<file path="config.mk">
export PLATFORM = sky130hd
export DESIGN_NAME = integer_divide_with_remainder
export DESIGN_NICKNAME = d
export VERILOG_FILES = /design/src/sv/idwr_pkg.sv /design/src/sv/idwr_step.sv /design/src/sv/integer_divide_with_remainder.sv
export SDC_FILE = /design/constraint.sdc
export NUM_CORES = 1
export LEC_CHECK = 0
export ABC_AREA = 1
export ABC_CLOCK_PERIOD_IN_PS = 4000
export BUFFER_PORTS_ARGS = -buffer_cell sky130_fd_sc_hd__buf_2
export CORE_MARGIN = 4
export CORE_UTILIZATION = 54
export DETAILED_ROUTE_END_ITERATION = 7
export PLACE_DENSITY = 0.77
export REMOVE_ABC_BUFFERS = 1
export SLEW_MARGIN = 0
export SYNTH_ARGS = -nofsm -noshare
export SYNTH_HDL_FRONTEND = slang
export SYNTH_SLANG_ARGS = --single-unit
</file>
<file path="constraint.sdc">
create_clock -name clk -period 4 [get_ports clk]
set_clock_uncertainty 0.1 [all_clocks]
set_input_delay 0.4 -clock clk [delete_from_list [all_inputs] [get_ports clk]]
set_output_delay 0.4 -clock clk [all_outputs]
set_load 0.02 [all_outputs]
</file>
<file path="src/sv/idwr_pkg.sv">
// Shared definitions for the integer divider with remainder.
// Holds the default data width and the sequencer state encoding.
// No dependencies.
package idwr_pkg;

	parameter int unsigned IDWR_WIDTH = 32;

	typedef enum logic [2:0] {
		ST_IDLE = 3'b001,
		ST_RUN  = 3'b010,
		ST_FIX  = 3'b100
	} idwr_state_t;

endpackage

</file>
<file path="src/sv/idwr_step.sv">
// One restoring division step: shift in a dividend bit, trial subtract, restore on borrow.
// Used once per cycle by the divider sequencer. Depends on idwr_pkg.
module idwr_step #(
	parameter int unsigned WIDTH = idwr_pkg::IDWR_WIDTH
) (
	input  logic [WIDTH-1:0] rem_in,
	input  logic             msb_in,
	input  logic [WIDTH-1:0] den,
	output logic [WIDTH-1:0] rem_out,
	output logic             qbit
);
	import idwr_pkg::*;

	logic [WIDTH:0] shifted;
	logic [WIDTH:0] trial;

	assign shifted = {rem_in, msb_in};
	assign trial   = shifted - {1'b0, den};
	assign qbit    = ~trial[WIDTH];
	assign rem_out = qbit ? trial[WIDTH-1:0] : shifted[WIDTH-1:0];

endmodule

</file>
<file path="src/sv/integer_divide_with_remainder.sv">
// Integer divider with remainder, unsigned or signed, built round one shared subtract unit.
// Top level: operand preparation, bit-serial sequencer, sign fix-up and output register.
// Depends on idwr_pkg and idwr_step.
//
// Each item runs through the sequencer after its transfer: one quotient bit is produced per
// cycle by the single restoring subtract unit, followed by sign correction, which registers the
// result. The sequencer then returns to idle; it takes no new item until the current one has
// passed sign correction. Sign correction waits while the previous result is still stalled in the
// output register, which holds back the result and the return to idle. A new item is accepted
// as soon as the sequencer is idle, even while the previous result still waits in the output
// register. Signed mode truncates towards zero and the remainder takes the sign of the dividend.
// A zero divisor gives a zero quotient and returns the dividend as the remainder.
module integer_divide_with_remainder #(
	parameter int unsigned WIDTH = idwr_pkg::IDWR_WIDTH
) (
	input  logic             clk,
	input  logic             arst_n,
	input  logic             in_valid,
	output logic             in_stall,
	input  logic             func,
	input  logic [WIDTH-1:0] dividend,
	input  logic [WIDTH-1:0] divisor,
	output logic             out_valid,
	input  logic             out_stall,
	output logic [WIDTH-1:0] quotient,
	output logic [WIDTH-1:0] remainder
);
	import idwr_pkg::*;

	localparam int unsigned CNT_W = $clog2(WIDTH);
	localparam logic [CNT_W-1:0] CNT_LAST = CNT_W'(WIDTH - 1);

	idwr_state_t      state_q;
	logic [CNT_W-1:0] cnt_q;
	logic [WIDTH-1:0] rem_q;
	logic [WIDTH-1:0] acc_q;
	logic [WIDTH-1:0] den_q;
	logic             qneg_q;
	logic             rneg_q;
	logic             zero_q;
	logic             out_valid_q;
	logic [WIDTH-1:0] quotient_q;
	logic [WIDTH-1:0] remainder_q;

	logic             in_xfer;
	logic             out_free;
	logic             a_neg;
	logic             b_neg;
	logic [WIDTH-1:0] mag_a;
	logic [WIDTH-1:0] mag_b;
	logic [WIDTH-1:0] step_rem;
	logic             step_qbit;
	logic [WIDTH-1:0] q_mag;
	logic [WIDTH-1:0] q_fix;
	logic [WIDTH-1:0] r_fix;

	assign in_stall = (state_q != ST_IDLE);
	assign in_xfer  = in_valid && !in_stall;
	assign out_free = !out_valid_q || !out_stall;

	assign a_neg = func && dividend[WIDTH-1];
	assign b_neg = func && divisor[WIDTH-1];
	assign mag_a = a_neg ? (~dividend + WIDTH'(1)) : dividend;
	assign mag_b = b_neg ? (~divisor + WIDTH'(1)) : divisor;

	idwr_step #(
		.WIDTH(WIDTH)
	) u_step (
		.rem_in (rem_q),
		.msb_in (acc_q[WIDTH-1]),
		.den    (den_q),
		.rem_out(step_rem),
		.qbit   (step_qbit)
	);

	// With a zero divisor every trial subtraction succeeds, so the remainder collects the
	// dividend magnitude unchanged and only the quotient needs forcing to zero.
	assign q_mag = zero_q ? '0 : acc_q;
	assign q_fix = qneg_q ? (~q_mag + WIDTH'(1)) : q_mag;
	assign r_fix = rneg_q ? (~rem_q + WIDTH'(1)) : rem_q;

	always_ff @(posedge clk or negedge arst_n) begin
		if (!arst_n) begin
			state_q     <= ST_IDLE;
			cnt_q       <= '0;
			out_valid_q <= 1'b0;
		end else begin
			case (state_q)
				ST_IDLE: begin
					if (in_xfer) begin
						state_q <= ST_RUN;
						cnt_q   <= CNT_LAST;
					end
				end
				ST_RUN: begin
					cnt_q <= cnt_q - CNT_W'(1);
					if (cnt_q == '0) begin
						state_q <= ST_FIX;
					end
				end
				ST_FIX: begin
					if (out_free) begin
						state_q <= ST_IDLE;
					end
				end
				default: begin
					state_q <= ST_IDLE;
				end
			endcase
			if (state_q == ST_FIX && out_free) begin
				out_valid_q <= 1'b1;
			end else if (!out_stall) begin
				out_valid_q <= 1'b0;
			end
		end
	end

	always_ff @(posedge clk) begin
		if (in_xfer) begin
			rem_q  <= '0;
			acc_q  <= mag_a;
			den_q  <= mag_b;
			qneg_q <= a_neg ^ b_neg;
			rneg_q <= a_neg;
			zero_q <= (divisor == '0);
		end else if (state_q == ST_RUN) begin
			rem_q <= step_rem;
			acc_q <= {acc_q[WIDTH-2:0], step_qbit};
		end
		if (state_q == ST_FIX && out_free) begin
			quotient_q  <= q_fix;
			remainder_q <= r_fix;
		end
	end

	assign out_valid = out_valid_q;
	assign quotient  = quotient_q;
	assign remainder = remainder_q;

`ifndef SYNTH
	a_start_run: assert property (@(posedge clk) disable iff (!arst_n)
		in_xfer |=> (state_q == ST_RUN && cnt_q == CNT_LAST))
		else $error("accepted transfer did not start the iteration");

	a_run_end: assert property (@(posedge clk) disable iff (!arst_n)
		(state_q == ST_RUN && cnt_q == '0) |=> (state_q == ST_FIX))
		else $error("iteration did not finish into sign fix-up");

	a_result_src: assert property (@(posedge clk) disable iff (!arst_n)
		$rose(out_valid) |-> $past(state_q == ST_FIX))
		else $error("result presented without a completed division");
`endif

endmodule

</file>
==> flow_summary.ini <==
[outcome]
status = finished clean

[die]
ios = 135
rows = 55
die_h_um = 160
core-area_um2 = 22600
die_w_um = 160
initial_core_util_pct = 54.8
dieArea_um2 = 25500

[sta]
fmax_mhz = 341
hold_viol = 0
setup_viol = 0
grt_setup_unrepaired = no
period_needed_ns = 2.93
tightest_slew_ns = 0.775
fin_crit_sh_pct = 73.3
holdWs_ns = 0.0511
slew_viol_final = 0
maxSlewHeadroom_pct = 48.2

[cts]
insertion_delay_ns = 0.45
cts_hold_buffers = 1
clockBufferDepth = 2
cts_buffers = 17
root_buffer = clkbuf_16
clock_sinks = 172
ctsResizeCount = 0
path_clk_slew_ns = 0.08
htreeDepth = 4
cts_tree = done
post_cts_buffers = 0

[synthesis]
yosysWarnings = 0
synthAdderAreaFrac_pct = 3.99
synthDistinctLibCells = 49
syn_area_per_cell_um2 = 7.13
yosysSeqAreaShare_pct = 38.7
syn_area_um2 = 12400
synth-compound-area-share_pct = 5.74
synth-xor-area-share_pct = 8.26
synth_top_family_by_area = simple AND/OR/NAND/NOR gates
synth-simple-area-share_pct = 32.0
ys_ff_latch = 172
synthCells = 1741
muxShareOfSynthArea_pct = 0

[critical_path]
r2r-start = acc_q[31]
r2r_end = rem_q[31]
crit_path_start_kind = flop
rr_worst_depth = 18
cp_max_fo = 33
worstSetupStartpoint = acc_q[31]
criticalPathCategory = flop to flop
ff2ff_setup_slack_ns = 1.07
required_ns = 4.28
end_kind = flop
worst_ep_arrival_time_ns = 3.21

[placement]
dp.cells = 2131
hpwl_um = 24000
port_buffers = 134
place_area_um2 = 13300
gp_congestion = 0.910

[pwr]
leakagePower_uw = 0.00705
p_per_area_nw_per_um2 = 723
finalPower_uw = 10100
vdd_drop_max_v = 0.000306

[detailed_routing]
vias = 11100
routedWlPerCell_um = 14.1
ant_nets = 0
dr.pass1.iters = 6
drc = 0
drt-initial-drc-count = 662
via_per_inst = 5.13
wl_um = 30500

[grt]
grt-ovfl-total = 0
grt_pass1_vias = 10600
antenna_found_initial = 6
grt_pass1_wl_um = 49800
grtUsageTotal_pct = 23.9
grt_max_degree = 60

[finish]
design_area_um2 = 13900
antenna_cells = 0
fin_util_pct = 61.4
area_delta_synth_final_pct = 12.1
layout-drive-gt1-share_pct = 12.1
nets = 1974
stdcell_count = 2164
nFillCells = 2063

[worst_hold_path]
hold_depth = 1
worstHoldPathType = input pin to flop
hp-start = divisor[0]
min_to = den_q[0]

[flow_run]
maxCapViolCount = 0
## cell type report
class / count / area [um^2] / area share (%)
multi-input combinational: 1212 / 6220 / 44.8
sequential: 172 / 4800 / 34.5
inverter: 320 / 1200 / 8.66
timing repair buffer: 143 / 741 / 5.33
clock buffer: 18 / 429 / 3.09
tap: 285 / 357 / 2.56
clock inverter: 14 / 150 / 1.08
## metal layers
metal | vias to the layer above | part of all wire [%] | track usage (%)
met3 | 72 | 5.9 | 3.44
met5 | - | 0.25 | 0
met1 | 4935 | 43 | 29.5
met2 | 344 | 48 | 42.2
li1 | 5730 | - | -
met4 | 12 | 2.9 | 9.47
## report_power, final
part           switching [uW]  internal, uW
combinational            3510          1730
sequential                411          2780
clock                     806           835
## worst max-delay path, cell delays in order (launching register included)
cell and delay, ns:
edfxtp_1 0.33, inv_1 0.11, ha_1 0.23, fa_1 0.38, inv_1 0.08, nand2_1 0.06, nand2_1 0.09, nand3_1 0.08
nand2_2 0.13, nand2_1 0.07, nand2_2 0.08, nand2_2 0.09, nand2_2 0.09, nand2_4 0.22, nand2_4 0.39, nand2_1 0.12
nand2_1 0.08, nand2_1 0.05, nand2_1 0.06
## through the flow
stage / setup slack [ns] / setup TNS (ns)
floorplan: -0.528 / -40.41
global placement: 1.18 / 0
detailed placement: 1.13 / 0
CTS: 1.09 / 0
global route: 0.804 / 0
finish: 1.07 / 0
## cells in the mapped netlist (all sizes together)
library cell / count / area share [%]
o21ai: 67 / 2.8
o31ai: 6 / 0.36
a32oi: 1 / 0.071
or2: 6 / 0.30
dfxtp: 32 / 5.2
o41ai: 3 / 0.21
xor2: 95 / 6.7
ha: 38 / 3.8
edfxtp: 131 / 32
nand4: 22 / 1.2
dfrtp: 8 / 1.6
xnor2: 22 / 1.6
and2: 9 / 0.45
o311ai: 1 / 0.071
nand3b: 9 / 0.54
a21oi: 31 / 1.3
a22oi: 1 / 0.061
and3: 1 / 0.050
o21bai: 3 / 0.18
nor3: 28 / 1.3
nand3: 126 / 5.2
nand2: 570 / 18
buf: 18 / 1.0
nor2: 155 / 5.0
o211ai: 6 / 0.36
clkbuf: 19 / 0.57
nor4: 3 / 0.20
fa: 1 / 0.16
inv: 320 / 9.7
a31oi: 8 / 0.40
dfstp: 1 / 0.21
## sequential cells by signal, summed over array words and instances (netlist names)
| signal | count |
|---|---|
| qneg_q | 1 |
| den_q | 32 |
| rneg_q | 1 |
| rem_q | 32 |
| acc_q | 32 |
| out_valid | 1 |
| zero_q | 1 |
| state_q | 3 |
| cnt_q | 5 |
| remainder | 32 |
| quotient | 32 |
## how the worst max path moves through the flow
stage,end,slack [ns],depth (start not counted)
after global routing,acc_q[0],0.80,11
after global placement,acc_q[0],1.18,16
after CTS,rem_q[31],1.09,18
after detailed placement,rem_q[24],1.13,17
after floorplan,cnt_q[4],-0.53,8
final,rem_q[31],1.07,18
## cells by family after synthesis
family,Yosys count
compound gates,127
xor+xnor,117
fa+ha+maj,39
buf+inv,357
flops,172
simple gates,929
## cells in the final DEF, fill, tap and decap left out, types with 9 or more instances in the layout
cell type	Yosys	layout
nand3_1	123	123
ha_1	38	38
xnor2_1	22	22
nand2_2	19	19
nand4_1	21	21
nor3_1	25	24
edfxtp_1	131	131
o21ai_0	59	59
buf_2	8	134
and2_1	9	9
nand3b_1	9	9
nand2_1	548	548
a21oi_1	31	30
nor2_1	145	145
clkbuf_16	0	17
xor2_1	95	95
inv_1	314	314
dfxtp_1	32	32
No activity file was read; power rests on OpenSTA's default activity.
